**config.mk**
```make
export PLATFORM = sky130hd
export DESIGN_NAME = mpool_queue
export DESIGN_NICKNAME = d
export VERILOG_FILES = /design/src/hdl/max_pool_3x3_stride2_pad1_core_macros.svh /design/src/hdl/mpool_pkg.sv /design/src/hdl/mpool_queue.sv
export SDC_FILE = /design/constraint.sdc
export NUM_CORES = 1
export LEC_CHECK = 0
export ABC_AREA = 1
export BUFFER_PORTS_ARGS = -buffer_cell sky130_fd_sc_hd__buf_2
export CAP_MARGIN = 20
export CORE_MARGIN = 2
export CORE_UTILIZATION = 50
export DETAILED_ROUTE_END_ITERATION = 6
export PLACE_DENSITY = 0.72
export SKIP_CTS_REPAIR_TIMING = 1
export SLEW_MARGIN = 30
export SYNTH_ARGS = -nofsm -noshare
export SYNTH_HDL_FRONTEND = slang
export SYNTH_SLANG_ARGS = --single-unit
```
**constraint.sdc**
```tcl
create_clock -name clock -period 5.1 [get_ports clock]
set_clock_uncertainty 0.2 [all_clocks]
set_input_delay 0.765 -clock clock [delete_from_list [all_inputs] [get_ports clock]]
set_output_delay 0.765 -clock clock [all_outputs]
set_load 0.02 [all_outputs]
```
**src/hdl/max_pool_3x3_stride2_pad1_core_macros.svh**
```systemverilog
// assertion macros shared by the pooling core rtl
// no dependencies; included by the modules that carry assertions
`ifndef MAX_POOL_3X3_STRIDE2_PAD1_CORE_MACROS_SVH
`define MAX_POOL_3X3_STRIDE2_PAD1_CORE_MACROS_SVH

// condition and consequence checked in the same cycle
`define MP_ASSERT_NOW(label, clk, rst, ante, cons, msg) \
   label: assert property (@(posedge clk) disable iff (rst) (ante) |-> (cons)) \
      else $error(msg);

// consequence checked in the cycle after the condition
`define MP_ASSERT_NEXT(label, clk, rst, ante, cons, msg) \
   label: assert property (@(posedge clk) disable iff (rst) (ante) |=> (cons)) \
      else $error(msg);

`endif

```
**src/hdl/mpool_pkg.sv**
```systemverilog
// shared types and constants of the 3x3 stride-2 max pooling core
// no dependencies
package mpool_pkg;

   localparam int CSR_ADDR_W      = 4;
   localparam int CSR_DATA_W      = 32;
   localparam int COL_COUNT_W     = 8;
   localparam int ROW_COUNT_W     = 8;
   localparam int CHANNEL_COUNT_W = 7;

   localparam logic [COL_COUNT_W-1:0]     COL_COUNT_RESET     = 8'd112;
   localparam logic [ROW_COUNT_W-1:0]     ROW_COUNT_RESET     = 8'd112;
   localparam logic [CHANNEL_COUNT_W-1:0] CHANNEL_COUNT_RESET = 7'd64;

   // entries in the queue between front and back
   localparam int QUEUE_DEPTH = 4;

   typedef enum logic [1:0] {
      REG_COL_COUNT     = 2'd0,
      REG_ROW_COUNT     = 2'd1,
      REG_CHANNEL_COUNT = 2'd2
   } reg_index_type;

   // classification of one sample, made by the front
   typedef struct packed {
      logic row_first;
      logic row_odd;
      logic col_first;
      logic col_odd;
      logic frame_last;
   } cmd_flags_type;

endpackage

```
**src/hdl/mpool_queue.sv**
```systemverilog
// short first-in first-out queue between front and back
// depends on mpool_pkg
module mpool_queue import mpool_pkg::*; #(
   parameter int WIDTH = 32,
   parameter int DEPTH = 4,
   localparam int PTR_W = (DEPTH > 1) ? $clog2(DEPTH) : 1,
   localparam int CNT_W = $clog2(DEPTH + 1)
) (
   input  logic             clock,
   input  logic             reset,
   input  logic             push,
   input  logic [WIDTH-1:0] wdata,
   input  logic             pop,
   output logic [WIDTH-1:0] rdata,
   output logic             empty,
   output logic             full
);

   logic [WIDTH-1:0] slot_ff [DEPTH];
   logic [PTR_W-1:0] wr_ptr_ff, wr_ptr_in;
   logic [PTR_W-1:0] rd_ptr_ff, rd_ptr_in;
   logic [CNT_W-1:0] count_ff, count_in;

   assign empty = (count_ff == '0);
   assign full  = (32'(count_ff) == DEPTH);
   assign rdata = slot_ff[rd_ptr_ff];

   always_comb begin
      wr_ptr_in = wr_ptr_ff;
      rd_ptr_in = rd_ptr_ff;
      count_in  = count_ff;
      if (push) wr_ptr_in = (wr_ptr_ff == PTR_W'(DEPTH - 1)) ? '0 : wr_ptr_ff + 1'b1;
      if (pop)  rd_ptr_in = (rd_ptr_ff == PTR_W'(DEPTH - 1)) ? '0 : rd_ptr_ff + 1'b1;
      if (push && !pop)      count_in = count_ff + 1'b1;
      else if (pop && !push) count_in = count_ff - 1'b1;
   end

   always_ff @(posedge clock) begin
      if (reset) begin
         wr_ptr_ff <= '0;
         rd_ptr_ff <= '0;
         count_ff  <= '0;
      end else begin
         wr_ptr_ff <= wr_ptr_in;
         rd_ptr_ff <= rd_ptr_in;
         count_ff  <= count_in;
      end
   end

   always_ff @(posedge clock) begin
      if (push) slot_ff[wr_ptr_ff] <= wdata;
   end

endmodule

```
==> flow_metrics.tcl <==
set metrics [dict create \
    synth_mux_area_share_pct 0 \
    cts_max_path_buffers 2 \
    core_um2 10200 \
    synthCells 368 \
    vias 3167 \
    drt_wl_total_um 9970 \
    fin_crit_ns 3.24 \
    cts_tree "yes" \
    path_clk_slew_ns 0.06 \
    dp_slack_ns 2.40 \
    tightest_slew_ns 0.865 \
    min_path_type "in2reg" \
    p_leak_nw 2.29 \
    fin_nets 486 \
    cts_max_level 4 \
    pwr-share-seq_pct 47.2 \
    layout_setup_ws_ns 1.86 \
    synth_area_leaders "edfxtp_1, nor2_1, o22ai_1" \
    io_buffers 69 \
    root_buffer "clkbuf_8" \
    stdcell_area_um2 6220 \
    die_height_um 106 \
    cp.required_ns 4.14 \
    drv_slew 0 \
    synth_top_family_by_area "compound AO/OA/AOI/OAI gates" \
    p_per_area_nw_per_um2 445 \
    antennaDiodeCount 0 \
    ant_nets 0 \
    gp_congestion 0.698 \
    drtPass1Iterations 4 \
    fmaxAchievable_ghz 0.309 \
    max-slew-margin-rel_pct 42.3 \
    p_sw_uw 618 \
    die_x_um 106 \
    overflow 0 \
    vias_per_cell 5.35 \
    initial_core_util_pct 51.2 \
    drcViolationCount 0 \
    ys_warn_count 0 \
    first_iter_violations 173 \
    crit_type "reg2out" \
    design.die.area_um2 11300 \
    synth_area_per_cell_um2 14.2 \
    cap_violations 0 \
    area_delta_synth_final_pct 18.8 \
    syn-cell-area_um2 5240 \
    synth_compound_area_share_pct 10.5 \
    synthesis.nets 411 \
    grt_pass1_vias 2988 \
    yosys.area_share.simple_pct 6.33 \
    hpwl_um 5740 \
    place_area_um2 5640 \
    p_int_mw 2.15 \
    finalHoldViolCount 0 \
    start_kind "flop" \
    p_comb_share_pct 9.7 \
    cts_buffers 17 \
    seq_area_frac_synth_pct 76.9 \
    crit_fanout 36 \
    period_share_pct 63.4 \
    ys_ff_latch 137 \
    io_pins 70 \
    drive_gt1_share_pct 22.6 \
    synth_top_cell_by_area "edfxtp_1" \
    synth-adder-area-share_pct 1.82 \
    wl_per_cell_um 16.8 \
    grt_usage_pct 18.6 \
    grt_max_degree 65 \
    antenna_found_initial 1 \
    fill_cells 788 \
    synth_xor_area_share_pct 0.167 \
    cp-end-kind "primary output" \
    numClockSinks 137 \
    swShare_pct 22.3 \
    clk_latency_ns 0.51 \
    rsz0062_at_grt "false" \
    finalSetupViolCount 0 \
    clockPowerShare_pct 43.2 \
    ir_worst_vdd_v 0.000276 \
    power_mw 2.77 \
    arrival_ns 2.27 \
    timing.hold.ws_ns 0.255 \
    grt_pass1_wl_um 15200 \
    synth.distinct_cells 21 \
    fp-row-count 37 \
    yosys.area.top_type_share_pct 73.4 \
    finalSetupTns_ns 0 \
    status "finished, final reports clean" \
]
[synthesized netlist by cell type]
cell,count
a21oi_1,3
buf_2,6
buf_4,3
buf_6,9
clkbuf_1,1
dfxtp_1,9
edfxtp_1,128
fa_1,1
ha_1,6
inv_1,14
inv_2,1
inv_8,1
nand2_1,8
nand3_1,1
nand4_1,1
nor2_1,72
nor3_1,4
o21ai_0,39
o21ai_1,28
o22ai_1,32
xor2_1,1
[cell type report]
| type | count | area (µm²) | area share (%) |
|---|---|---|---|
| Clock buffer | 20 | 425 | 6.84 |
| Clock inverter | 12 | 155 | 2.49 |
| Inverter | 16 | 67.6 | 1.09 |
| Multi-Input combinational cell | 196 | 986 | 15.9 |
| Sequential cell | 137 | 4030 | 64.7 |
| Tap cell | 136 | 170 | 2.74 |
| Timing Repair Buffer | 75 | 390 | 6.28 |
[final timing paths]
kind / start / to / slack [ns] / cells after the start
min reg2reg: wr_ptr_ff[1] / wr_ptr_ff[1] / 0.35 / 2
max reg2reg: wr_ptr_ff[0] / slot_ff[0][10] / 2.92 / 5
min: reset / wr_ptr_ff[0] / 0.26 / 2
max: flop / rdata[3] / 1.86 / 4
[state kept, by name, summed over array words and instances, names as in the netlist, named ones only]
name	cells
rd_ptr_ff	2
wr_ptr_ff	2
slot_ff	128
count_ff	3
[layer usage]
metal / part of all wire, % / wire [µm] / global-route usage, % / up-vias
met2: 51 / 5120 / 31.0 / 78
met5: 0.13 / 13 / 0 / -
met4: 1.7 / 172 / 7.89 / 2
met1: 41 / 4050 / 21.3 / 1556
met3: 6.2 / 618 / 7.30 / 17
li1: - / - / - / 1514
[kinds of logic (layout without fill, tap and decap cells)]
group,count (synthesis),count (layout)
compound gates,102,102
xor+xnor,1,1
fa+ha+maj,7,7
buf+inv,35,123
flops,137,137
simple gates,86,86
[worst max-delay path: stages, from the launching register on]
cell and delay (ns):
dfxtp_2 0.77, buf_4 0.40, o21ai_0 0.15, o22ai_1 0.22, buf_2 0.20
[per-stage QoR]
step	instances	util, %
5_1_grt	592	60.8
3_3_place_gp	560	55.1
4_1_cts	592	60.8
2_1_floorplan	368	-
6_report	592	60.8
3_5_place_dp	560	55.1
[power by group through the flow]
| stage | combinational, mW | clock, mW | sequential [mW] |
|---|---|---|---|
| finish | 0.267 | 1.19 | 1.31 |
| global route | 0.292 | 1.26 | 1.31 |
| CTS | 0.271 | 1.21 | 1.31 |
| detailed placement | 0.269 | 0 | 1.33 |
| global placement | 0.263 | 0 | 1.33 |
| floorplan | 0.185 | 0 | 1.32 |
[placed cells by master (no fill, tap or decap)]
cell type  synthesis  layout
inv_1             14      14
buf_4              3       6
buf_2              6      69
o21ai_0           39      39
clkbuf_1           1       3
nand3_1            1       1
clkinv_2           0       4
nor2_1            72      72
dfxtp_2            0       1
inv_2              1       1
o22ai_1           32      32
fa_1               1       1
inv_8              1       1
bufinv_16          0       4
nor3_1             4       4
nand2_1            8       8
clkbuf_8           0       1
clkinv_1           0       4
edfxtp_1         128     128
ha_1               6       6
o21ai_1           28      28
clkbuf_16          0      16
a21oi_1            3       3
dfxtp_1            9       8
xor2_1             1       1
nand4_1            1       1
Power figures use the tool's default switching activity.
