`src/hdl/max_pool_3x3_stride2_pad1_core_macros.svh`:
```
// assertion macros shared by the pooling core rtl
// no dependencies; included by the modules that carry assertions
`ifndef MAX_POOL_3X3_STRIDE2_PAD1_CORE_MACROS_SVH
`define MAX_POOL_3X3_STRIDE2_PAD1_CORE_MACROS_SVH

// condition and consequence checked in the same cycle
`define MP_ASSERT_NOW(label, clk, rst, ante, cons, msg) \
   label: assert property (@(posedge clk) disable iff (rst) (ante) |-> (cons)) \
      else $error(msg);

// consequence checked in the cycle after the condition
`define MP_ASSERT_NEXT(label, clk, rst, ante, cons, msg) \
   label: assert property (@(posedge clk) disable iff (rst) (ante) |=> (cons)) \
      else $error(msg);

`endif

```
`src/hdl/mpool_pkg.sv`:
```
// shared types and constants of the 3x3 stride-2 max pooling core
// no dependencies
package mpool_pkg;

   localparam int CSR_ADDR_W      = 4;
   localparam int CSR_DATA_W      = 32;
   localparam int COL_COUNT_W     = 8;
   localparam int ROW_COUNT_W     = 8;
   localparam int CHANNEL_COUNT_W = 7;

   localparam logic [COL_COUNT_W-1:0]     COL_COUNT_RESET     = 8'd112;
   localparam logic [ROW_COUNT_W-1:0]     ROW_COUNT_RESET     = 8'd112;
   localparam logic [CHANNEL_COUNT_W-1:0] CHANNEL_COUNT_RESET = 7'd64;

   // entries in the queue between front and back
   localparam int QUEUE_DEPTH = 4;

   typedef enum logic [1:0] {
      REG_COL_COUNT     = 2'd0,
      REG_ROW_COUNT     = 2'd1,
      REG_CHANNEL_COUNT = 2'd2
   } reg_index_type;

   // classification of one sample, made by the front
   typedef struct packed {
      logic row_first;
      logic row_odd;
      logic col_first;
      logic col_odd;
      logic frame_last;
   } cmd_flags_type;

endpackage

```
`src/hdl/mpool_csr.sv`:
```
// configuration registers behind the apb-style port, with count saturation
// depends on mpool_pkg
module mpool_csr import mpool_pkg::*; #(
   parameter int MAX_WIDTH    = 128,
   parameter int MAX_HEIGHT   = 128,
   parameter int MAX_CHANNELS = 64,
   localparam int NCOL_W = $clog2(MAX_WIDTH + 1),
   localparam int NROW_W = $clog2(MAX_HEIGHT + 1),
   localparam int NCH_W  = $clog2(MAX_CHANNELS + 1)
) (
   input  logic                  clock,
   input  logic                  reset,
   input  logic                  csr_psel,
   input  logic                  csr_penable,
   input  logic                  csr_pwrite,
   input  logic [CSR_ADDR_W-1:0] csr_paddr,
   input  logic [CSR_DATA_W-1:0] csr_pwdata,
   output logic [CSR_DATA_W-1:0] csr_prdata,
   output logic                  csr_pready,
   output logic [NCOL_W-1:0]     col_num,
   output logic [NROW_W-1:0]     row_num,
   output logic [NCH_W-1:0]      ch_num
);

   logic [COL_COUNT_W-1:0]     col_count_ff, col_count_in;
   logic [ROW_COUNT_W-1:0]     row_count_ff, row_count_in;
   logic [CHANNEL_COUNT_W-1:0] channel_count_ff, channel_count_in;
   logic                       wr_en;
   reg_index_type              reg_index;

   assign csr_pready = 1'b1;
   assign wr_en      = csr_psel && csr_penable && csr_pwrite;
   assign reg_index  = reg_index_type'(csr_paddr[3:2]);

   always_comb begin
      col_count_in     = col_count_ff;
      row_count_in     = row_count_ff;
      channel_count_in = channel_count_ff;
      if (wr_en) begin
         unique case (reg_index)
            REG_COL_COUNT:     col_count_in     = csr_pwdata[COL_COUNT_W-1:0];
            REG_ROW_COUNT:     row_count_in     = csr_pwdata[ROW_COUNT_W-1:0];
            REG_CHANNEL_COUNT: channel_count_in = csr_pwdata[CHANNEL_COUNT_W-1:0];
            default: ;
         endcase
      end
   end

   always_ff @(posedge clock) begin
      if (reset) begin
         col_count_ff     <= COL_COUNT_RESET;
         row_count_ff     <= ROW_COUNT_RESET;
         channel_count_ff <= CHANNEL_COUNT_RESET;
      end else begin
         col_count_ff     <= col_count_in;
         row_count_ff     <= row_count_in;
         channel_count_ff <= channel_count_in;
      end
   end

   always_comb begin
      csr_prdata = '0;
      unique case (reg_index)
         REG_COL_COUNT:     csr_prdata = CSR_DATA_W'(col_count_ff);
         REG_ROW_COUNT:     csr_prdata = CSR_DATA_W'(row_count_ff);
         REG_CHANNEL_COUNT: csr_prdata = CSR_DATA_W'(channel_count_ff);
         default: ;
      endcase
   end

   // clamp each count into one..max
   always_comb begin
      if (col_count_ff == '0)               col_num = NCOL_W'(1);
      else if (32'(col_count_ff) > MAX_WIDTH) col_num = NCOL_W'(MAX_WIDTH);
      else                                  col_num = NCOL_W'(col_count_ff);

      if (row_count_ff == '0)                row_num = NROW_W'(1);
      else if (32'(row_count_ff) > MAX_HEIGHT) row_num = NROW_W'(MAX_HEIGHT);
      else                                   row_num = NROW_W'(row_count_ff);

      if (channel_count_ff == '0)                  ch_num = NCH_W'(1);
      else if (32'(channel_count_ff) > MAX_CHANNELS) ch_num = NCH_W'(MAX_CHANNELS);
      else                                         ch_num = NCH_W'(channel_count_ff);
   end

endmodule

```
`config.mk`:
```
export PLATFORM = sky130hd
export DESIGN_NAME = mpool_csr
export DESIGN_NICKNAME = d
export VERILOG_FILES = /design/src/hdl/max_pool_3x3_stride2_pad1_core_macros.svh /design/src/hdl/mpool_pkg.sv /design/src/hdl/mpool_csr.sv
export SDC_FILE = /design/constraint.sdc
export NUM_CORES = 1
export LEC_CHECK = 0
export ABC_AREA = 1
export BUFFER_PORTS_ARGS = -buffer_cell sky130_fd_sc_hd__buf_2
export CAP_MARGIN = 20
export CORE_ASPECT_RATIO = 0.75
export CORE_MARGIN = 5
export CORE_UTILIZATION = 44
export CTS_CLUSTER_DIAMETER = 150
export CTS_CLUSTER_SIZE = 28
export DETAILED_ROUTE_END_ITERATION = 10
export GPL_TIMING_DRIVEN = 0
export PLACE_DENSITY = 0.87
export SLEW_MARGIN = 25
export SYNTH_ARGS = -nofsm -noshare
export SYNTH_HDL_FRONTEND = slang
export SYNTH_SLANG_ARGS = --single-unit
```
`constraint.sdc`:
```
create_clock -name clock -period 1.25 [get_ports clock]
set_clock_uncertainty 0.15 [all_clocks]
set_input_delay 0.0625 -clock clock [delete_from_list [all_inputs] [get_ports clock]]
set_output_delay 0.0625 -clock clock [all_outputs]
set_load 0.02 [all_outputs]
```
==> flow_summary.toml, run 1 <==
[setup_path]
crit_fanout = 3
crit_required_ns = 1.04
cp.arrival_ns = 1.22
r2r-end = "col_count_ff[0]"
path_class = "reg -> out"
r2r_start = "col_count_ff[0]"
worst_setup_path_start_kind = "flip-flop"
reg2reg_slack_ns = 0.14
reg2reg_depth = 4
endpoint_kind = "primary output"

[die]
fp.dieArea_sq_um = 5029
die_w_um = 80.24
pin_count = 97
initial_core_util_pct = 45.05
fp-row-count = 19
die_h_um = 62.68
core_sq_um = 3613

[detailed_routing]
avgViaCountPerCell = 4.733
vias = 1860
drc = 0
drtIter0Drc = 211
ant_nets = 0
totalWireLength_um = 5262
wl_per_cell_um = 13.39
drt-pass1-iter-count = 6

[logic_synthesis]
synth_cell_type_count = 22
yosysSeqAreaShare_pct = 28.29
syn_inst = 255
syn-cell-area_sq_um = 1628
synth_seq_cells = 23
yosys_warnings = 0
syn_avg_cell_area_sq_um = 6.384

[power_and_ir_drop]
cellLeakagePower_uw = 0.001284
ir_drop_mv = 0.5817
seqPwrFrac_pct = 43.9
swShare_pct = 33.07
combPwrFrac_pct = 28.7
clock_power_share_pct = 27.4
netSwitchingPower_uw = 572.6
power.density_nw_per_um2 = 721.9
p_int_uw = 1159

[sta]
rsz0062_at_grt = "true"
final.period_utilization_pct = 114.8
setup_violations = 14
hold_viol = 0
fin_ws_ns = -0.1850
drv_slew = 0
whs_ns = 0.02157
fin_crit_ns = 1.435
fmax_mhz = 696.9

[flow_run]
max_cap_violations = 0

[clock_tree]
numCtsBuffers = 3
clk_pin_slew_ns = 0.08
clkSinkCount = 23
cts_tree = "done"
cts_root_buf = "clkbuf_8"
clock_latency_ns = 0.26
htreeDepth = 1
clock_path_buffers = 2

[min_path]
hold_class = "in -> reg"
holdPathStages = 5
min_to = "row_count_ff[1]"
hold_path.startpoint = "csr_pwdata[1]"

[global_routing]
grt_pass1_vias = 1650
track_usage_pct = 18.94
grt_pass1_wl_um = 7672
grt_max_degree = 13
grt.overflow.total = 0
antenna_found_initial = 0

[placed_design]
io_buffers = 45
dp_cells = 375
gp_congestion = 0.9046
preCtsSetupSlack_ns = -0.08442
dpl_cell_area_sq_um = 2004
hpwl_um = 3389

[run_status]
status = "complete, but fails checks"
violations = "negative setup slack"

[layout]
final_area_sq_um = 2399
diodes = 0
syn2layout_area_growth_pct = 47.35
final_nets = 383
final_cell_mix = "nor2_1, nand2_1, buf_4, buf_2, conb_1"
final_core_util_pct = 66.38
layout.cells.non_filler = 393
final_layout_size_suffix_gt1_share_pct = 47.51
fillers = 310
## cell type report
cell class,instances,area (sq um),area share (%)
Timing Repair Buffer,60,435.4,18.15
Clock buffer,4,45.04,1.878
Tap cell,52,65.06,2.713
Sequential cell,23,504.2,21.02
Multi-Input combinational cell,186,979.7,40.85
Inverter,35,131.4,5.477
Buffer,33,237.7,9.911
## synthesized netlist by cell type, drive strengths merged
| master | number | area (sq um) |
|---|---|---|
| o21ai | 1 | 5.000 |
| inv | 35 | 131.4 |
| conb | 2 | 7.510 |
| dfxtp | 23 | 460.4 |
| nand2 | 59 | 239.0 |
| buf | 29 | 222.7 |
| nor3 | 2 | 10.01 |
| o22ai | 1 | 6.260 |
| nand3 | 29 | 182.7 |
| o211ai | 6 | 45.04 |
| clkbuf | 5 | 18.77 |
| nor2 | 63 | 299.0 |
## critical path, stage by stage, from the launching register on
cell	delay [ns]
dfxtp_4	0.36
nor2_2	0.09
nand2_1	0.06
nor2_2	0.15
nor2_2	0.06
nor2_1	0.10
buf_4	0.14
## per-layer routing
metal / wire, um / track usage (%)
met3: 577 / 4.035
met2: 2523 / 30.68
met5: 0 / 0
met1: 2035 / 26.05
met4: 126 / 3.165
## timing repair
item / CTS / global route
gates resized for setup: 54 / 39
buffers inserted: 7 / 3
endpoints found under the setup margin: 22 / 19
pin swaps: 8 / 13
hold buffers: 5 / 0
endpoints found under the hold margin: 11 / 0
## worst max-delay path by stage
stage	start	to	slack, ns	depth (start not counted)
floorplan	row_count_ff[7]	csr_prdata[7]	0.03	3
global placement	row_count_ff[7]	csr_prdata[7]	-0.09	4
detailed placement	row_count_ff[7]	csr_prdata[7]	-0.08	4
CTS	col_count_ff[0]	col_num[2]	-0.16	6
global route	col_count_ff[3]	col_num[2]	-0.27	6
finish	col_count_ff[5]	col_num[2]	-0.18	6
## stage by stage
stage,TNS (ns),power [uW]
6_report,-1.519,1732
3_5_place_dp,-0.1054,1201
2_1_floorplan,0,1099
3_3_place_gp,-0.09932,1195
4_1_cts,-1.149,1694
5_1_grt,-2.394,1795
## state kept, by name, indices dropped and copies added, names as in the netlist
signal / flops
channel_count_ff: 7
row_count_ff: 8
col_count_ff: 8
## kinds of logic after synthesis
group | after synthesis | synth area share [%]
AND/OR/NAND/NOR | 153 | 44.89
buffers and inverters | 69 | 22.90
other | 2 | 0.4614
flip-flops | 23 | 28.29
AO/OA/AOI/OAI | 8 | 3.459
## power groups by stage
stage | Clock, uW | Combinational (uW) | Sequential, uW
3_5_place_dp | 0 | 419 | 782
5_1_grt | 498 | 534 | 762
6_report | 475 | 497 | 760
2_1_floorplan | 0 | 322 | 777
3_3_place_gp | 0 | 414 | 781
4_1_cts | 473 | 459 | 763
Power figures use the tool's default switching activity.
==> run 2, diff against run 1 <==
Settings changed: ABC_AREA 1 to 0, CORE_UTILIZATION 44 to 42, PLACE_DENSITY 0.87 to 0.86.
==> run 2 against run 1 <==
Cell area decreased by 8.1%; largest power group unchanged; total power decreased by 11%; sequential power decreased by 3.0%; the flow still finishes with violations (negative setup slack); global-route usage decreased by 2.9 points; fmax about the same; utilization decreased by 0.68 points; critical path depth decreased by 2; worst setup slack about the same; cell count decreased by 23%; non-clock buffer count increased by 3.
==> flow_summary.toml, run 2 <==
[logic_synthesis]
synth_edf_count = 0
synthArstFlopShare_pct = 0
netlist_top_cells_count = "mux2i_1, buf_4, dfxtp_1, nand2b_1, nor2b_1"
syn-cell-area_sq_um = 1493
syn_avg_cell_area_sq_um = 8.433
yosysSeqAreaShare_pct = 30.85
synth_seq_cells = 23
synth_most_common_cell = "mux2i_1"
synth_cell_type_count = 20
synth_top_area_cell = "dfxtp_1"
yosys_warnings = 0
netlist.area_leader.share_pct = 30.85
synthTopCellsByArea = "dfxtp_1, mux2i_1, buf_4"
ys.flop_type = "dfxtp_1"
syn_inst = 177

[global_routing]
grt_max_degree = 13
antenna_found_initial = 0
grt_pass1_wl_um = 6044
grt.overflow.total = 0
track_usage_pct = 16.02
grt_pass1_vias = 1304

[setup_path]
crit_fanout = 2
cp_top_family = "simple AND/OR/NAND/NOR gates"
path_cells = "nor4_4 > a21oi_1 > nor2_1 > buf_4"
worst_setup_path_start_kind = "flip-flop"
endpoint_kind = "primary output"
crit_buf_inv = 1
cp.arrival_ns = 1.22
max_stage_delay_ns = 0.34
path_class = "reg -> out"
critical-path-slowest-cell = "dfxtp_2"
crit_required_ns = 1.04

[placed_design]
dpl_cell_area_sq_um = 1854
hpwl_um = 3036
dp_cells = 285
gp_congestion = 0.8307
io_buffers = 45

[clock_tree]
clock_path_buffers = 2
cts_root_buf = "clkbuf_8"
htreeDepth = 1
numCtsBuffers = 3
clk_pin_slew_ns = 0.08
clkSinkCount = 23
cts_tree = "done"
clock_latency_ns = 0.26

[layout]
final_nets = 306
diodes = 0
syn2layout_area_growth_pct = 47.69
final_layout_size_suffix_gt1_share_pct = 43.56
biggestRegsByFlops = "col_count_ff (8), row_count_ff (8), channel_count_ff (7)"
final_core_util_pct = 65.70
final_area_sq_um = 2205
final_common_cell = "buf_4"
final_cell_mix = "buf_4, mux2i_1, buf_2, conb_1, nand2b_1"
fillers = 275
layout.cells.non_filler = 304

[run_status]
violations = "negative setup slack"
status = "complete, but fails checks"

[power_and_ir_drop]
power.density_nw_per_um2 = 699.4
finalPower_uw = 1542
ir_drop_mv = 0.6283
cellLeakagePower_uw = 0.001088

[detailed_routing]
wl_per_cell_um = 13.78
vias = 1411
drtIter0Drc = 96
totalWireLength_um = 4188
drt-pass1-iter-count = 4
drc = 0
ant_nets = 0
avgViaCountPerCell = 4.641

[sta]
fin_crit_ns = 1.435
fmax_mhz = 696.7
final.period_utilization_pct = 114.8
setup_violations = 10
fin_ws_ns = -0.1854
hold_viol = 0
whs_ns = 0.03129
drv_slew = 0
max_slew_margin_pct = 59.31
rsz0062_at_grt = "true"
worst_slew_pin_slew_ns = 0.6078

[min_path]
hold_class = "in -> reg"

[die]
pin_count = 97
fp.dieArea_sq_um = 4859
die_h_um = 61.63
die_w_um = 78.84
fp-row-count = 18
initial_core_util_pct = 44.48
core_sq_um = 3356

[flow_run]
max_cap_violations = 0
run 2: worst min-delay path: stages:
cell and delay [ns]:
buf_2 0.11, nor3_1 0.11, mux2i_1 0.13
run 2: kinds of logic after synthesis:
kind of cell,after synthesis,share of synthesized area [%]
buf+inv,36,15.93
simple gates,75,28.58
other cells,2,0.5031
compound gates,10,3.352
mux,31,20.79
flops,23,30.85
run 2: final cells by class:
type	count	area [sq um]	share of cell area, %
Multi-Input combinational cell	141	930.9	42.22
Clock buffer	4	45.04	2.043
Timing Repair Buffer	60	431.7	19.58
Buffer	36	237.7	10.78
Tap cell	40	50.05	2.270
Sequential cell	23	509.2	23.10
run 2: where the power goes:
part	internal [uW]	total [uW]	switching, uW
Clock	228	454	227
Sequential	724	737	13.1
Combinational	159	351	192
run 2: per-layer routing:
layer	vias up	GRT usage (%)	part of all wire, %
li1	705	-	-
met1	652	20.19	44
met2	46	27.69	49
met3	8	5.263	6.7
met4	0	2.696	0.96
met5	-	0	0
run 2: timing repair:
action                                  in CTS  in global routing
hold buffers                                 8                  0
endpoints found under the setup margin      19                 13
pin swaps                                    6                  3
setup buffers                                4                  3
hold endpoints to repair                    21                  0
gates resized for setup                     36                 39
run 2: metrics by stage:
step	setup TNS (ns)	setup slack, ns
global route	-1.465	-0.2758
detailed placement	-0.7013	-0.09865
CTS	-0.4552	-0.1896
global placement	-0.4493	-0.06439
floorplan	0	0.09975
finish	-0.8153	-0.1854
run 2: path summary, 6_finish.rpt:
path | from | endpoint | slack, ns | depth (start not counted)
max | col_count_ff[5] | col_num[0] | -0.19 | 4
max reg2reg | col_count_ff[7] | col_count_ff[7] | 0.32 | 3
min reg2reg | row_count_ff[0] | row_count_ff[0] | 0.36 | 2
min | csr_paddr[3] | col_count_ff[7] | 0.03 | 3
