**src/hdl/max_pool_3x3_stride2_pad1_core_macros.svh**
```systemverilog
// assertion macros shared by the pooling core rtl
// no dependencies; included by the modules that carry assertions
`ifndef MAX_POOL_3X3_STRIDE2_PAD1_CORE_MACROS_SVH
`define MAX_POOL_3X3_STRIDE2_PAD1_CORE_MACROS_SVH

// condition and consequence checked in the same cycle
`define MP_ASSERT_NOW(label, clk, rst, ante, cons, msg) \
   label: assert property (@(posedge clk) disable iff (rst) (ante) |-> (cons)) \
      else $error(msg);

// consequence checked in the cycle after the condition
`define MP_ASSERT_NEXT(label, clk, rst, ante, cons, msg) \
   label: assert property (@(posedge clk) disable iff (rst) (ante) |=> (cons)) \
      else $error(msg);

`endif

```
**src/hdl/mpool_pkg.sv**
```systemverilog
// shared types and constants of the 3x3 stride-2 max pooling core
// no dependencies
package mpool_pkg;

   localparam int CSR_ADDR_W      = 4;
   localparam int CSR_DATA_W      = 32;
   localparam int COL_COUNT_W     = 8;
   localparam int ROW_COUNT_W     = 8;
   localparam int CHANNEL_COUNT_W = 7;

   localparam logic [COL_COUNT_W-1:0]     COL_COUNT_RESET     = 8'd112;
   localparam logic [ROW_COUNT_W-1:0]     ROW_COUNT_RESET     = 8'd112;
   localparam logic [CHANNEL_COUNT_W-1:0] CHANNEL_COUNT_RESET = 7'd64;

   // entries in the queue between front and back
   localparam int QUEUE_DEPTH = 4;

   typedef enum logic [1:0] {
      REG_COL_COUNT     = 2'd0,
      REG_ROW_COUNT     = 2'd1,
      REG_CHANNEL_COUNT = 2'd2
   } reg_index_type;

   // classification of one sample, made by the front
   typedef struct packed {
      logic row_first;
      logic row_odd;
      logic col_first;
      logic col_odd;
      logic frame_last;
   } cmd_flags_type;

endpackage

```
**src/hdl/mpool_front.sv**
```systemverilog
// front end: accepts samples, tracks channel, column and row, classifies each sample
// depends on mpool_pkg
module mpool_front import mpool_pkg::*; #(
   parameter int MAX_WIDTH    = 128,
   parameter int MAX_HEIGHT   = 128,
   parameter int MAX_CHANNELS = 64,
   parameter int SAMPLE_BITS  = 16,
   localparam int COL_W  = (MAX_WIDTH > 1) ? $clog2(MAX_WIDTH) : 1,
   localparam int ROW_W  = (MAX_HEIGHT > 1) ? $clog2(MAX_HEIGHT) : 1,
   localparam int CH_W   = (MAX_CHANNELS > 1) ? $clog2(MAX_CHANNELS) : 1,
   localparam int NCOL_W = $clog2(MAX_WIDTH + 1),
   localparam int NROW_W = $clog2(MAX_HEIGHT + 1),
   localparam int NCH_W  = $clog2(MAX_CHANNELS + 1)
) (
   input  logic                   clock,
   input  logic                   reset,
   input  logic                   req_valid,
   output logic                   req_ready,
   input  logic [SAMPLE_BITS-1:0] req_sample,
   input  logic [NCOL_W-1:0]      col_num,
   input  logic [NROW_W-1:0]      row_num,
   input  logic [NCH_W-1:0]       ch_num,
   input  logic                   q_full,
   output logic                   q_push,
   output logic [SAMPLE_BITS-1:0] cmd_sample,
   output logic [COL_W-1:0]       cmd_col,
   output logic [CH_W-1:0]        cmd_ch,
   output cmd_flags_type          cmd_flags
);

   logic [CH_W-1:0]  ch_pos_ff, ch_pos_in;
   logic [COL_W-1:0] col_pos_ff, col_pos_in;
   logic [ROW_W-1:0] row_pos_ff, row_pos_in;
   logic [CH_W:0]    ch_inc;
   logic [COL_W:0]   col_inc;
   logic [ROW_W:0]   row_inc;
   logic [NCOL_W-1:0] col_even_num;
   logic [NROW_W-1:0] row_even_num;
   logic             last_ch, last_col, last_row;

   assign req_ready = !q_full;
   assign q_push    = req_valid && req_ready;

   assign ch_inc  = (CH_W + 1)'(ch_pos_ff) + 1'b1;
   assign col_inc = (COL_W + 1)'(col_pos_ff) + 1'b1;
   assign row_inc = (ROW_W + 1)'(row_pos_ff) + 1'b1;

   // a position at or past the last value of its count wraps at the next advance
   always_comb begin
      ch_pos_in  = ch_pos_ff;
      col_pos_in = col_pos_ff;
      row_pos_in = row_pos_ff;
      if (q_push) begin
         if (32'(ch_inc) >= 32'(ch_num)) begin
            ch_pos_in = '0;
            if (32'(col_inc) >= 32'(col_num)) begin
               col_pos_in = '0;
               if (32'(row_inc) >= 32'(row_num)) row_pos_in = '0;
               else                              row_pos_in = row_inc[ROW_W-1:0];
            end else begin
               col_pos_in = col_inc[COL_W-1:0];
            end
         end else begin
            ch_pos_in = ch_inc[CH_W-1:0];
         end
      end
   end

   always_ff @(posedge clock) begin
      if (reset) begin
         ch_pos_ff  <= '0;
         col_pos_ff <= '0;
         row_pos_ff <= '0;
      end else begin
         ch_pos_ff  <= ch_pos_in;
         col_pos_ff <= col_pos_in;
         row_pos_ff <= row_pos_in;
      end
   end

   // last window sits on the last odd row and column; an odd count drops its tail
   assign col_even_num = {col_num[NCOL_W-1:1], 1'b0};
   assign row_even_num = {row_num[NROW_W-1:1], 1'b0};
   assign last_ch  = (32'(ch_pos_ff) + 32'd1) == 32'(ch_num);
   assign last_col = (32'(col_pos_ff) + 32'd1) == 32'(col_even_num);
   assign last_row = (32'(row_pos_ff) + 32'd1) == 32'(row_even_num);

   assign cmd_sample           = req_sample;
   assign cmd_col              = col_pos_ff;
   assign cmd_ch               = ch_pos_ff;
   assign cmd_flags.row_first  = (row_pos_ff == '0);
   assign cmd_flags.row_odd    = row_pos_ff[0];
   assign cmd_flags.col_first  = (col_pos_ff == '0);
   assign cmd_flags.col_odd    = col_pos_ff[0];
   assign cmd_flags.frame_last = last_ch && last_col && last_row;

endmodule

```
**config.mk**
```make
export PLATFORM = sky130hd
export DESIGN_NAME = mpool_front
export DESIGN_NICKNAME = d
export VERILOG_FILES = /design/src/hdl/max_pool_3x3_stride2_pad1_core_macros.svh /design/src/hdl/mpool_pkg.sv /design/src/hdl/mpool_front.sv
export SDC_FILE = /design/constraint.sdc
export NUM_CORES = 1
export LEC_CHECK = 0
export BUFFER_PORTS_ARGS = -buffer_cell sky130_fd_sc_hd__buf_2
export CAP_MARGIN = 10
export CORE_UTILIZATION = 35
export CTS_BUF_LIST = sky130_fd_sc_hd__clkbuf_16
export CTS_CLUSTER_DIAMETER = 60
export DETAILED_ROUTE_END_ITERATION = 8
export GPL_TIMING_DRIVEN = 0
export PLACE_DENSITY_LB_ADDON = 0.3
export SYNTH_ARGS = -nofsm -noshare
export SYNTH_HDL_FRONTEND = slang
export SYNTH_SLANG_ARGS = --single-unit
```
**constraint.sdc**
```tcl
create_clock -name clock -period 2.88 [get_ports clock]
set_input_delay 0.288 -clock clock [delete_from_list [all_inputs] [get_ports clock]]
set_output_delay 0.288 -clock clock [all_outputs]
set_load 0.005 [all_outputs]
```
==> impl_results.md, run 1 <==
- Sw Pwr: 148 uW
- Pwr per Cell Area: 277 nW/um^2
- DIE HEIGHT: 75.4 microns
- Sw frac: 22.2%
- Post-route cell area: 2410 sq um
- Pre-CTS setup slack: -0.0842 ns
- Worst R2R Setup Slack: 0.16 ns
- Synth Area in XOR/XNOR: 8.83%
- DR WL/cell: 11.3 microns
- Core Area: 5140 sq um
- Filler cell count: 522
- Hpwl dp: 3290 microns
- Worst reg-to-reg path cell count: 10
- CP Max Fanout: 9
- CTS clk-pin slew, worst paths: 0.05 ns
- Synth Area in Simple Gates: 22.6%
- Count of unique library cells instantiated by Yosys: 41
- Clk root buf: clkbuf_16
- Adder and majority gate portion of the synthesized area: 18.6%
- Multiplexer area fraction after synthesis: 2.72%
- Main combinational cell family by area after synthesis: simple AND/OR/NAND/NOR gates
- Unrepaired setup endpoints after global routing: no
- Dpl cells: 368
- Seq/Total Area, Yosys: 21.2%
- Synthesized area: 1880 sq um
- Num rows: 26
- Mean Syn Cell Area: 7.98 sq um
- Slew @ Worst Pin: 0.518 ns
- CP Class: reg -> reg
- Clock latency on the worst-skew pair: 0.25 ns
- Core Util, Final: 46.9%
- Crit path launch type: flip-flop
- Comb pwr share: 15.4%
- Asr flop ratio synth: 0%
- Worst r2r dst: row_pos_ff[5]
- HP Start: reset
- HP Class: in -> reg
- Post-synth EDFFs: 0
- Outcome: complete, no violations
- M3 GR Usage: 1.59%
- P&R area growth vs syn: 27.8%
- Post-synthesis cell count: 236
- Synth Register Bits: 20
- Global-route wire length before repair: 6640 microns
- Drt total wl: 4170 microns
- Drt pass-1 iters: 4
- Residual DRC: 0
- Register share of total power: 42.3%
- Initial DRC count: 89
- Pins over their slew limit: 0
- Worst Hold Path EP: cmd_col[0]
- Static leakage: 1.26 nW
- Antenna diode count: 0
- WP data arrival: 2.87 ns
- Routed vias/inst: 4.68
- Critical R2R Launch: cmd_ch[0]
- Initial core utilization: 36.7%
- Grt ovf: 0
- # H-tree levels: 1
- Internal Power: 519 uW
- Clk pwr share: 42.3%
- Max VDD drop: 0.000162 V
- Post-route ant nets: 0
- Via count: 1738
- Synth warnings: 0
- Endpoints failing setup: 0
- GR Util met2: 26.2%
- Nets: 373
- Hold Fails Final Rpt: 0
- Max cap viols: 0
- Worst hold stages: 2
- Post-Route Skew: 0.00108 ns
- TritonCTS clock tree: yes
- DIE AREA: 5680 sq um
- Syn_nets: 307
- CP required: 3.03 ns
- CTS Buf Count: 3
- Crit share post-route: 94.4%
- Compound-Gate Fraction of Synth Area: 10.9%
- Vias in the first global route: 1568
- Grt met1 use: 19.5%
- Initial antenna violation count: 0
- Setup ws final: 0.160 ns
- Non-Filler Instances: 371
- Layout cells sized above 1: 33.9%
- Post-CTS setup buffers: 0
- Slew headroom: 65.5%
- Fmax achieved: 368 MHz
- # port buffers: 62
- Placed cell areas: 2280 sq um
- Gp weighted congestion: 0.775
- Tot GR Track Use: 15.1%
- Largest net degree at the start of global routing: 12
- I/O pins: 79
- Busiest layer in global routing: met2
- CTS Buffer Depth: 2
- Die Wd: 75.4 microns
- CTS sink count: 20
- Worst setup EP type: flip-flop
- Top_reg_cell synth: dfxtp_1
- CTS Hold Buffers Added: 0
- Post-route minimum period: 2.72 ns
==> cells in the final DEF, fill, tap and decap left out, drive strengths merged, types with 2 or more instances in the layout <==
cell type / n
buf: 81
inv: 35
ha: 28
nor2: 26
dfxtp: 20
nand2: 14
xnor2: 14
nand3: 14
and3: 7
a21oi: 7
xor2: 5
a22oi: 4
mux2i: 4
nand2b: 4
clkbuf: 4
a21o: 3
nor2b: 3
nand4: 3
nor3: 3
o221ai: 2
o21a: 2
o32ai: 2
a221oi: 2
==> flip-flops by register name, indices dropped and copies added (netlist names) <==
register,cells
cmd_ch,6
cmd_col,7
row_pos_ff,7
==> repair_timing <==
item,CTS,global route
setup endpoints to repair,4,14
pin swaps,0,1
gates resized for setup,1,12
==> how the worst max path moves through the flow <==
stage / start / end
2_1_floorplan: cmd_ch[2] / row_pos_ff[5]
3_3_place_gp: cmd_col[3] / row_pos_ff[6]
3_5_place_dp: cmd_col[0] / row_pos_ff[6]
4_1_cts: cmd_ch[0] / row_pos_ff[6]
5_1_grt: cmd_ch[0] / row_pos_ff[2]
6_report: cmd_ch[0] / row_pos_ff[5]
==> logic make-up after synthesis <==
family,Yosys count
flip-flops,20
AO/OA/AOI/OAI,27
adder cells (fa/ha/maj),28
XOR/XNOR,19
AND/OR/NAND/NOR,81
buffers and inverters,56
multiplexers,5
==> power by group through the flow <==
stage	logic (mW)	clock network (mW)	registers, mW
6_report	0.103	0.282	0.282
5_1_grt	0.117	0.303	0.282
4_1_cts	0.102	0.293	0.281
3_5_place_dp	0.101	0	0.287
3_3_place_gp	0.0989	0	0.287
2_1_floorplan	0.0585	0	0.287
==> per-layer routing <==
layer | share of wire, % | vias to the layer above
met5 | 0 | -
met4 | 0.91 | 0
met3 | 4.8 | 2
met2 | 47 | 54
met1 | 48 | 770
li1 | - | 912
==> cell usage after synthesis (4+ instances only) <==
cell / count / area [sq um]
a21oi_1: 7 / 35.0
a22oi_1: 4 / 30.0
and3_1: 7 / 43.8
buf_4: 18 / 135
dfxtp_1: 20 / 400
ha_1: 28 / 350
inv_1: 35 / 131
mux2i_1: 4 / 40.0
nand2_1: 14 / 52.6
nand3_1: 14 / 70.1
nor2_1: 26 / 97.6
xnor2_1: 14 / 123
xor2_1: 5 / 43.8
==> worst max-delay path, stage by stage, from the launching register on <==
cell and delay (ns):
dfxtp_2 0.38, nand3_2 0.12, or2_2 0.33, xnor2_1 0.13, ha_1 0.30, nand4_2 0.13
o311a_4 0.44, nand2b_4 0.15, buf_6 0.13, or3_1 0.38, o32ai_1 0.13
==> per-stage QoR <==
stage / hold slack, ns / setup TNS [ns] / power, mW
floorplan: 0.357 / 0 / 0.346
global placement: 0.488 / -0.0802 / 0.386
detailed placement: 0.491 / -0.172 / 0.388
CTS: 0.283 / 0 / 0.677
global route: 0.305 / 0 / 0.702
finish: 0.289 / 0 / 0.667
==> cell type report <==
class	instances	area [sq um]	area share (%)
Clock buffer	3	75.1	3.12
Clock inverter	1	3.75	0.156
Tap cell	70	87.6	3.64
Timing Repair Buffer	62	310	12.9
Multi-Input combinational cell	160	1240	51.6
Buffer	20	150	6.23
Sequential cell	20	408	16.9
Inverter	35	131	5.45
Power figures use the tool's default switching activity.
==> run 2: changes to the inputs <==
PLACE_DENSITY = 0.69   (was unset)
PLACE_DENSITY_LB_ADDON = unset   (was 0.3)
==> run 2 against run 1 <==
Worst setup slack got worse by 0.0045 ns. Core utilization increased by 0.073 points. Via count increased by 1.6%. Critical path type unchanged. Critical path depth unchanged. Register-to-register slack about the same.
==> impl_results.md, run 2 (synthesized netlist as in run 1, its figures left out) <==
- Vias in the first global route: 1581 (+0.83%)
- CTS Buffer Depth: 2 (unchanged)
- Crit share post-route: 94.6% (+0.16 points)
- Tot GR Track Use: 15.4% (+0.25 points)
- Largest net degree at the start of global routing: 12 (unchanged)
- DIE HEIGHT: 75.4 microns (unchanged)
- # port buffers: 62 (unchanged)
- Filler cell count: 530 (+1.5%)
- Post-route cell area: 2410 sq um (+0.16%)
- Worst reg-to-reg path cell count: 10 (unchanged)
- Unrepaired setup endpoints after global routing: no
- Die Wd: 75.4 microns (unchanged)
- Buffer and inverter count on the worst path: 1 (unchanged)
- CTS clk-pin slew, worst paths: 0.06 ns (about the same)
- Post-route ant nets: 0 (unchanged)
- Placed cell areas: 2280 sq um (unchanged)
- Drt pass-1 iters: 4 (unchanged)
- DIE AREA: 5680 sq um (unchanged)
- Slew headroom: 67.7% (+2.2 points)
- Clk pwr share: 43.4% (+1.1 points)
- Routed vias/inst: 4.73 (+1.0%)
- CP peak stage delay: 0.43 ns (about the same)
- WP data arrival: 2.89 ns (+0.02 ns)
- Cell family with most CP delay: simple AND/OR/NAND/NOR gates
- Sw Pwr: 158 uW (+6.4%)
- Crit path launch type: flip-flop
- Register area: 405 sq um (-0.61%)
- Initial DRC count: 62 (-30%)
- Max VDD drop: 0.000176 V (+8.8%)
- Outcome: complete, no violations
- Comb pwr share: 15.0% (-0.4 points)
- Core Util, Final: 46.9% (+0.073 points)
- Worst setup EP type: flip-flop
- CTS Buf Count: 3 (unchanged)
- Most common library cell in the layout ignoring fill and taps: buf_2
- Hold Slack: 0.258 ns (-0.0319 ns)
- Static leakage: 1.27 nW (+0.95%)
- I/O pins: 79 (unchanged)
- Clock latency on the worst-skew pair: 0.26 ns (about the same)
- Global-route wire length before repair: 6620 microns (-0.20%)
- Pins over their slew limit: 0 (unchanged)
- Layout cells sized above 1: 33.0% (-0.88 points)
- Worst-path cell chain: nand3_2, or2_2, xnor2_1, ha_1, nand4_2, o311a_4, nand2b_4, buf_6, or3_1, o32ai_1
- HP Class: in -> reg
- Initial core utilization: 36.7% (unchanged)
- Drt total wl: 4050 microns (-2.9%)
- Gp weighted congestion: 0.786 (+1.4%)
- Grt ovf: 0 (unchanged)
- Endpoints failing setup: 0 (unchanged)
- Area occupied by multi-input gates: 1230 sq um (-0.71%)
- Nets: 375 (+0.54%)
- Register share of total power: 41.7% (-0.6 points)
- Critical Path Stages: 10 (unchanged)
- CTS Hold Buffers Added: 0 (unchanged)
- Antenna diode count: 0 (unchanged)
- Hold Fails Final Rpt: 0 (unchanged)
- DR WL/cell: 10.9 microns (-3.4%)
- Hpwl dp: 3290 microns (-0.29%)
- Post-route minimum period: 2.72 ns (+0.00451 ns)
- Pwr per Cell Area: 281 nW/um^2 (+1.3%)
- Worst path slowest cell: o311a_4
- CP Class: reg -> reg
- Num rows: 26 (unchanged)
- CP required: 3.05 ns (+0.02 ns)
- Initial antenna violation count: 0 (unchanged)
- Sw frac: 23.3% (+1.1 points)
- Via count: 1765 (+1.6%)
- P&R area growth vs syn: 28.0%
- Worst hold stages: 2 (unchanged)
- Residual DRC: 0 (unchanged)
- # H-tree levels: 1 (unchanged)
- TritonCTS clock tree: yes
- CP Max Fanout: 9 (unchanged)
- Clk root buf: clkbuf_16
- Max cap viols: 0 (unchanged)
- Slew @ Worst Pin: 0.485 ns (-0.0329 ns)
- Core Area: 5140 sq um (unchanged)
- Internal Power: 519 uW (about the same)
- Fmax achieved: 367 MHz (-0.17%)
- Most frequent cells in the layout: buf_2, inv_1, ha_1, nor2_1, buf_4
- Post-Route Skew: 0.00143 ns (+0.000355 ns)
- CTS sink count: 20 (unchanged)
## run 2: changes by cell type in the layout (fill, tap and decap cells not counted), sizes merged
cell,previous run,this run
buf,81,83
## run 2: path summary, 6_finish.rpt
| kind | startpoint | to | slack, ns |
|---|---|---|---|
| hold / removal | reset | cmd_col[0] | 0.26 |
| setup reg to reg | cmd_ch[1] | row_pos_ff[5] | 0.16 |
| setup / recovery | cmd_ch[1] | row_pos_ff[5] | 0.16 |
| hold reg to reg | cmd_ch[1] | cmd_ch[1] | 0.52 |
## run 2: metrics by stage
stage / power, mW / cells / setup TNS (ns) / setup WS (ns)
6_report: 0.677 / 373 / 0 / 0.156
5_1_grt: 0.707 / 373 / 0 / 0.0172
4_1_cts: 0.684 / 372 / 0 / 0.0350
3_5_place_dp: 0.388 / 368 / -0.0315 / -0.0315
3_3_place_gp: 0.386 / 368 / -0.0227 / -0.0227
2_1_floorplan: 0.346 / 236 / 0 / 0.233
## run 2: routing by layer
metal | global-route usage, % | vias up | part of all wire, %
met4 | 7.41 | 0 | 1.9
met2 | 26.5 | 58 | 46
met3 | 1.19 | 5 | 4.7
met5 | 0 | - | 0
li1 | - | 920 | -
met1 | 19.5 | 782 | 48
## run 2: final cells by class
class                   instances  area share (%)
multi-input cells             160            51.1
flip-flops and latches         20            16.8
repair buffers                 64            13.5
plain buffers                  20            6.22
inverters                      35            5.45
well taps                      70            3.63
clock buffers                   3            3.11
clock inverters                 1           0.156
## run 2: power by group through the flow
| stage | combinational (mW) | clock (mW) | sequential [mW] |
|---|---|---|---|
| 2_1_floorplan | 0.0585 | 0 | 0.287 |
| 3_3_place_gp | 0.0987 | 0 | 0.287 |
| 3_5_place_dp | 0.101 | 0 | 0.287 |
| 4_1_cts | 0.102 | 0.301 | 0.281 |
| 5_1_grt | 0.118 | 0.307 | 0.282 |
| 6_report | 0.101 | 0.294 | 0.282 |
## run 2: what timing repair did
action / CTS / global route
endpoints found under the setup margin: 3 / 14
pin swaps: 0 / 1
gates resized for setup: 1 / 8
buffers inserted: 0 / 2
## run 2: worst register-to-register path, cell delays in order, from the launching register on
cell,delay (ns)
dfxtp_1,0.39
nand3_2,0.12
or2_2,0.33
xnor2_1,0.14
ha_1,0.31
nand4_2,0.12
o311a_4,0.43
nand2b_4,0.15
buf_6,0.13
or3_1,0.39
o32ai_1,0.13
==> run 3: changes to the inputs <==
CORE_UTILIZATION = 25   (was 35)
PLACE_DENSITY = 0.54   (was 0.69)
==> run 3 against run 2 <==
Sequential power is essentially flat. Clock skew is 0.0085 ns higher. Register-to-register slack barely moved. Clock-buffer cell count did not move. Global-route usage is 4.2 points lower. Combinational power hardly changed. Critical path depth did not move. Worst setup slack worse by 0.0023 ns. Critical path type unchanged. Critical endpoint unchanged. Largest cell class unchanged.
==> impl_results.md, run 3 (synthesized netlist as in run 1, its figures left out) <==
- Outcome: complete, no violations
- Initial antenna violation count: 0 (unchanged)
- Nets: 374 (-0.27%)
- Via count: 1738 (-1.5%)
- Pins over their slew limit: 0 (unchanged)
- Crit path launch type: flip-flop
- # H-tree levels: 1 (unchanged)
- CP Class: reg -> reg
- Total negative setup slack: 0 ns (unchanged)
- Max VDD drop: 0.000239 V (+36%)
- DR WL/cell: 11.0 microns (+0.82%)
- Endpoints failing setup: 0 (unchanged)
- CTS clk-pin slew, worst paths: 0.06 ns (about the same)
- Register area: 404 sq um (-0.31%)
- Worst Hold Path EP: cmd_col[0]
- Worst R2R Setup Slack: 0.15 ns (about the same)
- Post-route cell area: 2470 sq um (+2.4%)
- CP required: 3.05 ns (about the same)
- Routed vias/inst: 4.33 (-8.4%)
- Most frequent cells in the layout: buf_2, inv_1, nor2_1, ha_1, buf_4
- Global-route wire length before repair: 6850 microns (+3.4%)
- Gp weighted congestion: 0.831 (+5.7%)
- I/O pins: 79 (unchanged)
- P&R area growth vs syn: 31.1%
- Clk root buf: clkbuf_16
- Initial DRC count: 36 (-42%)
- Residual DRC: 0 (unchanged)
- Largest net degree at the start of global routing: 13 (+1)
- Max cap viols: 0 (unchanged)
- # port buffers: 62 (unchanged)
- Vias in the first global route: 1522 (-3.7%)
- Worst setup EP type: flip-flop
- Critical R2R Launch: cmd_ch[1]
- Core Area: 7250 sq um (+41%)
- Worst hold stages: 2 (unchanged)
- Static leakage: 1.27 nW (about the same)
- Worst reg-to-reg path cell count: 10 (unchanged)
- TritonCTS clock tree: yes
- Drt total wl: 4390 microns (+8.4%)
- Post-route ant nets: 0 (unchanged)
- Most common library cell in the layout ignoring fill and taps: buf_2
- Tot GR Track Use: 11.2% (-4.2 points)
- Unrepaired setup endpoints after global routing: no
- Drt pass-1 iters: 4 (unchanged)
- Slew headroom: 65.2% (-2.4 points)
- HP Class: in -> reg
- Area occupied by multi-input gates: 1240 sq um (+0.41%)
- Clock latency on the worst-skew pair: 0.26 ns (about the same)
- Worst r2r dst: row_pos_ff[5]
- Post-route minimum period: 2.73 ns (+0.00226 ns)
- Slew @ Worst Pin: 0.521 ns (+0.0363 ns)
- Pwr per Cell Area: 311 nW/um^2 (+11%)
- Layout cells sized above 1: 33.4% (+0.44 points)
- Filler cell count: 778 (+47%)
- Hold Fails Final Rpt: 0 (unchanged)
- WP data arrival: 2.89 ns (about the same)
- Num rows: 31 (+19%)
- Fmax achieved: 367 MHz (about the same)
- Grt ovf: 0 (unchanged)
- DIE AREA: 7890 sq um (+39%)
- Placed cell areas: 2320 sq um (+1.6%)
- CTS Buffer Depth: 2 (unchanged)
- CTS Buf Count: 3 (unchanged)
- DIE HEIGHT: 88.8 microns (+18%)
- CP Max Fanout: 9 (unchanged)
- Crit share post-route: 94.7% (about the same)
- Hpwl dp: 3510 microns (+6.9%)
- Post-Route Skew: 0.00997 ns (+0.00854 ns)
- Initial core utilization: 26.0% (-11 points)
- Antenna diode count: 0 (unchanged)
- HP Start: reset
- Die Wd: 88.8 microns (+18%)
- CTS sink count: 20 (unchanged)
==> run 3: timing repair <==
action,CTS,global route
cloned,0,0
setup buffers,0,1
hold buffers,0,0
resized for setup,1,9
pin swaps,0,1
endpoints found under the setup margin,7,13
==> run 3: worst max path at each step <==
stage                   from            end  slack [ns]  cells past startpoint
3_3_place_gp      cmd_col[0]  row_pos_ff[6]       -0.13                      9
5_1_grt        row_pos_ff[0]  row_pos_ff[6]       0.003                      9
2_1_floorplan      cmd_ch[2]  row_pos_ff[5]        0.23                     10
6_report           cmd_ch[1]  row_pos_ff[5]        0.15                     10
4_1_cts           cmd_col[0]  row_pos_ff[6]        0.03                      9
3_5_place_dp      cmd_col[0]  row_pos_ff[6]       -0.16                      9
==> run 3: metal layers <==
| layer | up-vias | global-route usage [%] | part of all wire (%) |
|---|---|---|---|
| li1 | 913 | - | - |
| met1 | 762 | 14.1 | 47 |
| met2 | 57 | 19.2 | 47 |
| met3 | 6 | 1.87 | 5.3 |
| met4 | 0 | 3.96 | 1.3 |
| met5 | - | 0 | 0 |
==> run 3: critical path, cell delays in order, from the launching register on <==
cell      delay (ns)
dfxtp_1         0.38
nand3_1         0.14
or2_2           0.34
xnor2_1         0.14
ha_1            0.31
nand4_2         0.12
o311a_4         0.43
nand2b_4        0.15
buf_6           0.13
or3_1           0.39
o32ai_1         0.12
==> run 3: layout make-up <==
cell class                 instances  share of cell area (%)
buffer                            20                    6.08
inverter                          35                    5.32
clock inverter                     1                    1.22
tap                               99                    5.01
clock buffer                       3                    3.04
timing repair buffer              63                    12.9
multi-input combinational        160                    50.1
sequential                        20                    16.4
==> run 3: power by group <==
group | total [mW] | switching, mW | internal, mW
clock network | 0.386 | 0.110 | 0.276
registers | 0.282 | 0.00277 | 0.279
logic | 0.102 | 0.0471 | 0.0548
total | 0.769 | 0.160 | 0.609
==> run 3: per-stage QoR <==
stage	worst slack, ns	total power [mW]	util (%)	hold WS [ns]	std cells
2_1_floorplan	0.233	0.346	-	0.357	236
3_3_place_gp	-0.130	0.387	32.0	0.493	397
3_5_place_dp	-0.165	0.389	32.0	0.498	397
4_1_cts	0.0291	0.779	33.5	0.281	401
5_1_grt	0.00332	0.806	34.1	0.293	401
6_report	0.153	0.769	34.1	0.273	401
